## config.mk

```make
export PLATFORM = sky130hd
export DESIGN_NAME = mrdr_geom
export DESIGN_NICKNAME = d
export VERILOG_FILES = /design/src/hw/rtl/mixed_radix_digit_rotate_reorder_macros.svh /design/src/hw/rtl/mrdr_pkg.sv /design/src/hw/rtl/mrdr_geom.sv
export SDC_FILE = /design/constraint.sdc
export NUM_CORES = 1
export LEC_CHECK = 0
export BUFFER_PORTS_ARGS = -buffer_cell sky130_fd_sc_hd__buf_4
export CORE_AREA = 2 2 109 111
export DETAILED_ROUTE_END_ITERATION = 16
export DIE_AREA = 0 0 111 113
export PLACE_DENSITY = 0.77
export SYNTH_ARGS = -nofsm -noshare
export SYNTH_HDL_FRONTEND = slang
export SYNTH_SLANG_ARGS = --single-unit
```

## constraint.sdc

```tcl
create_clock -name clk -period 8.45 [get_ports clk]
set_input_delay 0.4225 -clock clk [delete_from_list [all_inputs] [get_ports clk]]
set_output_delay 0.4225 -clock clk [all_outputs]
set_load 0.05 [all_outputs]
```

## src/hw/rtl/mixed_radix_digit_rotate_reorder_macros.svh

```systemverilog
// ----------------------------------------------------------------------------
// Assertion macros for the digit rotate reorder block
// Concurrent assertion wrappers; define ASSERT_OFF to compile them out.
// ----------------------------------------------------------------------------
`ifndef MIXED_RADIX_DIGIT_ROTATE_REORDER_MACROS_SVH
`define MIXED_RADIX_DIGIT_ROTATE_REORDER_MACROS_SVH

`ifndef ASSERT_OFF

// checked only while out of reset
`define MRDR_ASSERT(label, clk, rst_n, prop, msg) \
    label: assert property (@(posedge clk) disable iff (!rst_n) prop) else $error(msg);

// checked at every edge, reset included
`define MRDR_ASSERT_ALWAYS(label, clk, prop, msg) \
    label: assert property (@(posedge clk) prop) else $error(msg);

`else

`define MRDR_ASSERT(label, clk, rst_n, prop, msg)
`define MRDR_ASSERT_ALWAYS(label, clk, prop, msg)

`endif

`endif

```

## src/hw/rtl/mrdr_pkg.sv

```systemverilog
// ----------------------------------------------------------------------------
// mrdr_pkg
// Types and codes shared by the digit rotate reorder modules.
// ----------------------------------------------------------------------------
package mrdr_pkg;

    localparam int ELEM_W_MAX = 64;
    localparam int RADIX_W    = 7;
    localparam int DIGITS_W   = 4;
    localparam int CFG_IDX_W  = 2;
    localparam int CFG_DATA_W = 7;

    // operation codes
    localparam logic OP_LOAD  = 1'b0;
    localparam logic OP_FETCH = 1'b1;

    // status codes
    localparam logic STATUS_OK        = 1'b0;
    localparam logic STATUS_NOT_READY = 1'b1;

    // register indexes
    localparam logic [CFG_IDX_W-1:0] REG_RADIX       = 2'd0;
    localparam logic [CFG_IDX_W-1:0] REG_DIGIT_COUNT = 2'd1;
    localparam logic [CFG_IDX_W-1:0] REG_POSITION    = 2'd2;

    typedef struct packed {
        logic                  op;
        logic [ELEM_W_MAX-1:0] element;
    } req_t;

    typedef struct packed {
        logic [ELEM_W_MAX-1:0] result_value;
        logic                  last_flag;
        logic                  status;
    } rsp_t;

    // geometry unit status toward the sequencer
    typedef struct packed {
        logic clear;  // register write this cycle, drop the current table
        logic done;   // sizes below are settled
        logic valid;  // geometry usable
    } geo_status_t;

endpackage

```

## src/hw/rtl/mrdr_geom.sv

```systemverilog
// ----------------------------------------------------------------------------
// mrdr_geom
// Configuration registers and the geometry unit: after reset or a register
// write it steps through the powers of the radix, one multiply per cycle,
// and captures the table size and the two address strides.
// ----------------------------------------------------------------------------
module mrdr_geom import mrdr_pkg::*; #(
    parameter int STORE_DEPTH = 4096,
    localparam int CW         = $clog2(STORE_DEPTH + 1)
) (
    input  logic                  clk,
    input  logic                  rst_n,
    input  logic                  cfg_write,
    input  logic [CFG_IDX_W-1:0]  cfg_index,
    input  logic [CFG_DATA_W-1:0] cfg_data,
    output geo_status_t           status,
    output logic [RADIX_W-1:0]    radix,
    output logic [CW-1:0]         total,
    output logic [CW-1:0]         low_span,
    output logic [CW-1:0]         y_stride
);

    localparam int PW = CW + RADIX_W;
    localparam logic [PW-1:0] DEPTH_WIDE = PW'(STORE_DEPTH);
    localparam logic [CW-1:0] SAT_VALUE  = CW'(STORE_DEPTH + 1);

    typedef enum logic [1:0] {
        GEO_RUN  = 2'b01,
        GEO_DONE = 2'b10
    } geo_state_t;

    geo_state_t           state_reg, state_next;
    logic [RADIX_W-1:0]   radix_reg, radix_next;
    logic [DIGITS_W-1:0]  digits_reg, digits_next;
    logic [DIGITS_W-1:0]  pos_reg, pos_next;
    logic [DIGITS_W-1:0]  k_reg, k_next;
    logic [CW-1:0]        pw_reg, pw_next;
    logic [CW-1:0]        total_reg, total_next;
    logic [CW-1:0]        low_reg, low_next;
    logic [CW-1:0]        ystr_reg, ystr_next;
    logic                 valid_reg, valid_next;

    logic                 cfg_hit;
    logic [DIGITS_W-1:0]  p_place;
    logic [DIGITS_W-1:0]  p_above;
    logic [PW-1:0]        prod;
    logic [CW-1:0]        pw_sat;

    assign p_place = digits_reg - DIGITS_W'(1) - pos_reg;
    assign p_above = p_place + DIGITS_W'(1);
    assign prod    = PW'(pw_reg) * PW'(radix_reg);
    assign pw_sat  = (prod > DEPTH_WIDE) ? SAT_VALUE : prod[CW-1:0];

    always_comb
    begin
        cfg_hit     = 1'b0;
        radix_next  = radix_reg;
        digits_next = digits_reg;
        pos_next    = pos_reg;
        if (cfg_write)
        begin
            unique case (cfg_index)
                REG_RADIX:
                begin
                    radix_next = cfg_data;
                    cfg_hit    = 1'b1;
                end
                REG_DIGIT_COUNT:
                begin
                    digits_next = cfg_data[DIGITS_W-1:0];
                    cfg_hit     = 1'b1;
                end
                REG_POSITION:
                begin
                    pos_next = cfg_data[DIGITS_W-1:0];
                    cfg_hit  = 1'b1;
                end
                default:
                begin
                    cfg_hit = 1'b0;
                end
            endcase
        end
    end

    always_comb
    begin
        state_next = state_reg;
        k_next     = k_reg;
        pw_next    = pw_reg;
        total_next = total_reg;
        low_next   = low_reg;
        ystr_next  = ystr_reg;
        valid_next = valid_reg;
        unique case (state_reg)
            GEO_RUN:
            begin
                if (k_reg == p_place)
                begin
                    low_next = pw_reg;
                end
                if (k_reg == p_above)
                begin
                    ystr_next = pw_reg;
                end
                if (k_reg == digits_reg)
                begin
                    total_next = pw_reg;
                    valid_next = (radix_reg != '0) && (digits_reg != '0) &&
                                 (pos_reg < digits_reg) && (pw_reg <= CW'(STORE_DEPTH));
                    state_next = GEO_DONE;
                end
                else
                begin
                    pw_next = pw_sat;
                    k_next  = k_reg + DIGITS_W'(1);
                end
            end
            GEO_DONE:
            begin
                state_next = GEO_DONE;
            end
            default:
            begin
                state_next = GEO_RUN;
            end
        endcase
        // restart the power walk with the new register values
        if (cfg_hit)
        begin
            state_next = GEO_RUN;
            k_next     = '0;
            pw_next    = CW'(1);
            valid_next = 1'b0;
        end
    end

    always_ff @(posedge clk or negedge rst_n)
    begin
        if (!rst_n)
        begin
            state_reg  <= GEO_RUN;
            radix_reg  <= RADIX_W'(2);
            digits_reg <= DIGITS_W'(1);
            pos_reg    <= '0;
            k_reg      <= '0;
            pw_reg     <= CW'(1);
            valid_reg  <= 1'b0;
        end
        else
        begin
            state_reg  <= state_next;
            radix_reg  <= radix_next;
            digits_reg <= digits_next;
            pos_reg    <= pos_next;
            k_reg      <= k_next;
            pw_reg     <= pw_next;
            valid_reg  <= valid_next;
        end
    end

    always_ff @(posedge clk)
    begin
        total_reg <= total_next;
        low_reg   <= low_next;
        ystr_reg  <= ystr_next;
    end

    assign status.clear = cfg_hit;
    assign status.done  = (state_reg == GEO_DONE);
    assign status.valid = valid_reg;
    assign radix        = radix_reg;
    assign total        = total_reg;
    assign low_span     = low_reg;
    assign y_stride     = ystr_reg;

endmodule

```

; ---- After elaboration in Yosys (flattened, before gate mapping)
; Cells that the tools add are included.
[word_totals]
reg_bits = 74
inputBits = 12
out_inout_bits = 49
wordCells = 59
[op_classes]
addsub = 4
mul = 1
magnitude_cmp = 3
n_eq_ne = 9
muxes = 15
reduce_logical = 17
[ops]
columns = op, n
row1 = 13-bit two-way mux, 4
row2 = 20-bit by 13-bit > comparator with 1-bit output (second input constant), 1
row3 = 13-bit by 7-bit multiplier with 20-bit output, 1
row4 = 2-bit AND reduction, 8
row5 = 13-bit less-or-equal comparator (second input constant), 1
row6 = 4-bit == test, 3
row7 = 4-bit two-way mux, 3
row8 = 4-bit by 1-bit adder with 4-bit output (second input constant), 2
row9 = 7-bit nonzero test, 1
row10 = 1-bit two-way mux, 5
row11 = 2-bit by 1-bit == test with 1-bit output (second input constant), 2
row12 = 2-bit == test (second input constant), 2
row13 = 4-bit < comparator, 1
row14 = 2-bit two-way mux, 2
row15 = 2-bit one-hot mux with 2 select lines, 1
row16 = 2-bit nonzero test, 2
row17 = 4-bit nonzero test, 1
row18 = 4-bit by 1-bit subtractor with 4-bit output (second input constant), 1
row19 = 4-bit subtractor, 1
row20 = 1-bit logical AND, 3
row21 = 3-bit inequality test (second input constant), 1
row22 = 3-bit OR reduction, 1
row23 = 2-bit logical NOT, 1
row24 = 2-bit inequality test (second input constant), 1

; ---- Depth between registers and ports, before layout
[logic_depth]
ltp_word = 7
depth_mapped = 20

; ---- Least setup slack after synthesis
; Ideal clock, no wire load.
[synth_path]
kind = register -> register
startpoint = register radix_reg[6], in the netlist radix[6]
endpoint = register pw_reg[12]
t_arrival_ns = 5.254
required_time_ns = 8.330
slack_ns = 3.075
path_stages_with_launch = 19
synth_period_minus_slack_ns = 5.375
cell_sequence = dfrtp_1 > clkbuf_1 > nand2_1 > fa_1 > fa_1 > inv_1 > fa_1 > inv_1 > fa_1 > inv_1 > ha_1 > a21o_1 > a21oi_1 > a211oi_1 > or3_4 > a221oi_4 > nand4_4 > o21bai_1 > o211a_1
[synth_via]
elab_chain_len = 6
[synth_lines]
columns = item, line_no
row1 = "start, declared", mrdr_geom.sv:33  ; logic [RADIX_W-1:0] radix_reg, radix_next;
row2 = "start signal, assigned", mrdr_geom.sv:153  ; radix_reg <= radix_next;
row3 = 13-bit by 7-bit multiplier with 20-bit output (*), mrdr_geom.sv:51  ; assign prod = PW'(pw_reg) * PW'(radix_reg);
row4 = 20-bit by 13-bit > comparator with 1-bit output, mrdr_geom.sv:52  ; assign pw_sat = (prod > DEPTH_WIDE) ? SAT_VALUE : prod[CW-1:0];
row5 = 13-bit two-way mux (*), mrdr_geom.sv:52
row6 = 13-bit two-way mux (*), mrdr_geom.sv:106  ; if (k_reg == digits_reg)
row7 = 13-bit two-way mux (*), mrdr_geom.sv:95  ; unique case (state_reg)
row8 = 13-bit two-way mux (*), mrdr_geom.sv:129  ; if (cfg_hit)
row9 = "end signal, assigned", mrdr_geom.sv:157  ; pw_reg <= pw_next;
row10 = "end, declared", mrdr_geom.sv:37  ; logic [CW-1:0] pw_reg, pw_next;
; Every way passes the cells marked *; elsewhere a longest branch is shown, timed or not. The select of a mux whose other input is x is not followed.
; A chain may end at the register's enable or synchronous reset.

; ---- Worst setup path after layout
[layout_path]
startpoint = register pw_reg[0]
endpoint = register pw_reg[6]
[layout_via]
elab_chain_len = 6
[layout_lines]
columns = item, line_no
row1 = 13-bit by 7-bit multiplier with 20-bit output (*), mrdr_geom.sv:51
row2 = 20-bit by 13-bit > comparator with 1-bit output, mrdr_geom.sv:52
row3 = 13-bit two-way mux (*), mrdr_geom.sv:52
row4 = 13-bit two-way mux (*), mrdr_geom.sv:106
row5 = 13-bit two-way mux (*), mrdr_geom.sv:95
row6 = 13-bit two-way mux (*), mrdr_geom.sv:129
; Marks and branches as above.

==> qor.csv <==
stage,metric,value,unit
outcome,outcome,completed,
grt,gr usage total,23.01,%
logic_synthesis,Post-synth EDFFs,39,
grt,GR peak layer,met2,
final_layout,diode count,0,
grt,largest net degree at the start of global routing,36,
die,die width,111,µm
worst_setup_path,CP max stage delay,0.67,ns
logic_synthesis,Synth warnings,0,
die,die height,113,µm
hold_path,HP Class,in -> async,
clocking,CTS Hold Bufs,0,
worst_setup_path,Critical Path End Type,flop,
grt,grt met1 use,32.15,%
worst_setup_path,Worst setup SP type,flop,
logic_synthesis,Mapped Cells,583,
placed_design,HPWL Detailed,10650,µm
logic_synthesis,Post-Synth Adder-Cell Area,27.98,%
placed_design,RD Place Congestion,0.8837,
routing,Routed WL,13480,µm
logic_synthesis,main combinational cell family by area after synthesis,adder cells,
worst_setup_path,reg2reg end,pw_reg[6]$_DFFE_PN0P_,
timing,total negative setup slack,0,ns
clocking,clk sinks,74,
logic_synthesis,Syn Std Cell Area,6126,µm²
die,num rows,39,
logic_synthesis,sequential area share after synthesis,33.50,%
logic_synthesis,mux share of post-synthesis cell area,2.921,%
logic_synthesis,post-synthesis simple-gate area fraction,15.77,%
run,max-cap violations,0,
timing,Peak Freq,181.4,MHz
timing,period utilization,65.24,%
worst_setup_path,CP Max Fanout,12,
grt,met2 Use GR,37.71,%
worst_setup_path,Crit path buffers/inverters,3,
timing,Final Max Slew Viols,0,
power_and_ir_drop,Power Density,320.6,nW/µm²
worst_setup_path,slowest CP cell,dfstp_2,
clocking,Clock Latency Late Sink,0.34,ns
timing,unrepaired setup endpoints after global routing,false,
routing,drt pass-1 iters,5,
clocking,setup bufs post-CTS,0,
power_and_ir_drop,P_leak,3.203,nW
timing,Slew @ Worst Pin,1.141,ns
logic_synthesis,post-synthesis xor/xnor area fraction,3.574,%
logic_synthesis,Synth Area in Compound Gates,9.559,%
timing,Setup-failing EPs final,0,
grt,grt met3 use,3.910,%
die,Initial Util,54.35,%
routing,Routed WL per cell,17.30,µm
clocking,CTS tree,yes,
routing,Antenna Nets Post-Route,0,
logic_synthesis,"Net Count, Synth",699,
worst_setup_path,CP arrival,5.74,ns
routing,DR iter-0 viols,285,
die,Ports,61,
worst_setup_path,Worst EP required,8.68,ns
final_layout,"most common cell after layout, fill and taps aside",inv_1,
final_layout,Nets,747,
clocking,Root Buffer,clkbuf_16,
die,Core ar.,11270,µm²
logic_synthesis,syn_area_per_cell,10.51,µm²
power_and_ir_drop,Max VDD drop,0.1655,mV
die,Die ar.,12540,µm²
timing,relative slew slack,23.77,%
grt,initial antenna violation count,0,
routing,total number of vias,4403,
routing,via/cell ratio,5.652,
grt,vias in the first global route,4555,
logic_synthesis,distinct cell type count after synthesis,64,
clocking,cts repair resizes,0,
logic_synthesis,#FFs+latches synth,74,
clocking,CTS H-tree depth,3,
logic_synthesis,dominant cells by area after synthesis,"edfxtp_1 (19%), fa_1 (18%), dfrtp_1 (13%)",
logic_synthesis,Async SR Flop Fraction,47.30,%
worst_setup_path,Top Family by Delay on Critical Path,adder cells,
timing,final hold vios,0,
grt,global-route wire length before repair,22980,µm
clocking,CTS Buffer Depth,2,
logic_synthesis,main flop type after synthesis,edfxtp_1,
grt,GRT overflow,0,
clocking,total CTS buffers,9,
final_layout,Area Growth Syn to Fin,12.85,%
placed_design,Port Buffers,60,
logic_synthesis,largest area contributor in the netlist,edfxtp_1,
worst_setup_path,worst reg-to-reg path cell count,16,
routing,final routed DRC violation total,0,
worst_setup_path,crit-path most repeated cell,fa_1,
clocking,clk slew on worst S/H paths,0.06,ns
final_layout,most frequent cells in the layout,"inv_1 (80), buf_4 (60), and2_1 (59), nand2_1 (58), fa_1 (55)",
worst_setup_path,launch point of the worst reg-to-reg path,pw_reg[0]$_DFFE_PN1P_,
final_layout,final core utilization,61.33,%
timing,Setup Skew,0.01115,ns
worst_setup_path,reg2reg setup slack,2.94,ns
worst_setup_path,cell-by-cell trace of the critical path,nand2_1 > fa_1 > fa_1 > inv_1 > fa_1 > inv_1 > fa_1 > inv_1 > ha_1 > a21o_1 > a21oi_1 > nand2_1 > o311ai_0 > o31a_1 > nor2_4 > a22o_1,
worst_setup_path,kind of critical path,reg -> reg,
timing,Final Critical Period,5.512,ns
final_layout,share of cells above drive strength 1,16.19,%
logic_synthesis,Synth top area share,19.12,%
## power by group
part,internal (mW),total (mW),switching (mW)
registers,0.482,0.611,0.128
logic,0.477,1.27,0.788
clock network,0.199,0.340,0.142
total,1.16,2.22,1.06
## routing by layer
metal	routed length (µm)	vias to the layer above	part of all wire [%]
li1	-	2049	-
met1	6125	2192	45
met2	6442	150	48
met3	742	12	5.5
met4	164	0	1.2
met5	0	-	0
## final cells by class
type                       instances  area, µm²
inverter                          81      304.0
sequential                        74       2052
clock inverter                     3      18.77
fill                             897       4359
timing repair buffer              60      450.4
tap                              143      178.9
multi-input combinational        405       3669
clock buffer                      13      240.2
## cells by family after synthesis
group / after synthesis
flops: 74
buf+inv: 104
mux: 16
simple gates: 179
xor+xnor: 25
fa+ha+maj: 104
compound gates: 81
## synth_stat cells, drive strengths merged (3+ instances only)
master and count:
edfxtp 39, fa 55, a211oi 4, mux2 15
and2 59, and3 3, buf 6, dfrtp 31
xor2 10, a221oi 3, xnor2 15, dfstp 4
ha 49, nand3 8, nor3 8, nor2 16
a21o 4, a21oi 18, a2111oi 3, a22o 6
nor4 6, inv 80, o21a 5, o31ai 6
o211ai 3, o21bai 3, nand4 7, nand2 58
clkbuf 17, o21ai 14
## worst reg2reg max path: cells and delay by family, from the launching register on
kind / cells / cell delay [ns]
buf+inv: 3 / 0.17
simple gates: 3 / 0.36
flops: 1 / 0.67
compound gates: 5 / 1.70
fa+ha+maj: 5 / 2.51
## stage by stage
stage	power (mW)	setup slack [ns]	area (µm²)	hold slack, ns	cells
after floorplan	1.553	3.075	6126	0.1269	583
after global placement	1.824	3.131	6654	0.3924	763
after detailed placement	1.871	3.051	6654	0.4022	763
after CTS	2.219	2.996	6913	0.04709	779
after global routing	2.393	2.684	6913	0.06111	779
final	2.216	2.938	6913	0.02473	779
## how the worst max path moves through the flow
stage | from | depth (start not counted) | endpoint
2_1_floorplan | radix[6]$_DFFE_PN0P_ | 18 | pw_reg[12]$_DFFE_PN0P_
5_1_grt | radix[6]$_DFFE_PN0P_ | 18 | pw_reg[0]$_DFFE_PN1P_
3_3_place_gp | radix[3]$_DFFE_PN0P_ | 18 | pw_reg[0]$_DFFE_PN1P_
3_5_place_dp | pw_reg[0]$_DFFE_PN1P_ | 16 | pw_reg[7]$_DFFE_PN0P_
6_report | pw_reg[0]$_DFFE_PN1P_ | 16 | pw_reg[6]$_DFFE_PN0P_
4_1_cts | pw_reg[0]$_DFFE_PN1P_ | 17 | pw_reg[0]$_DFFE_PN1P_
(Power assumes the default switching activity.)
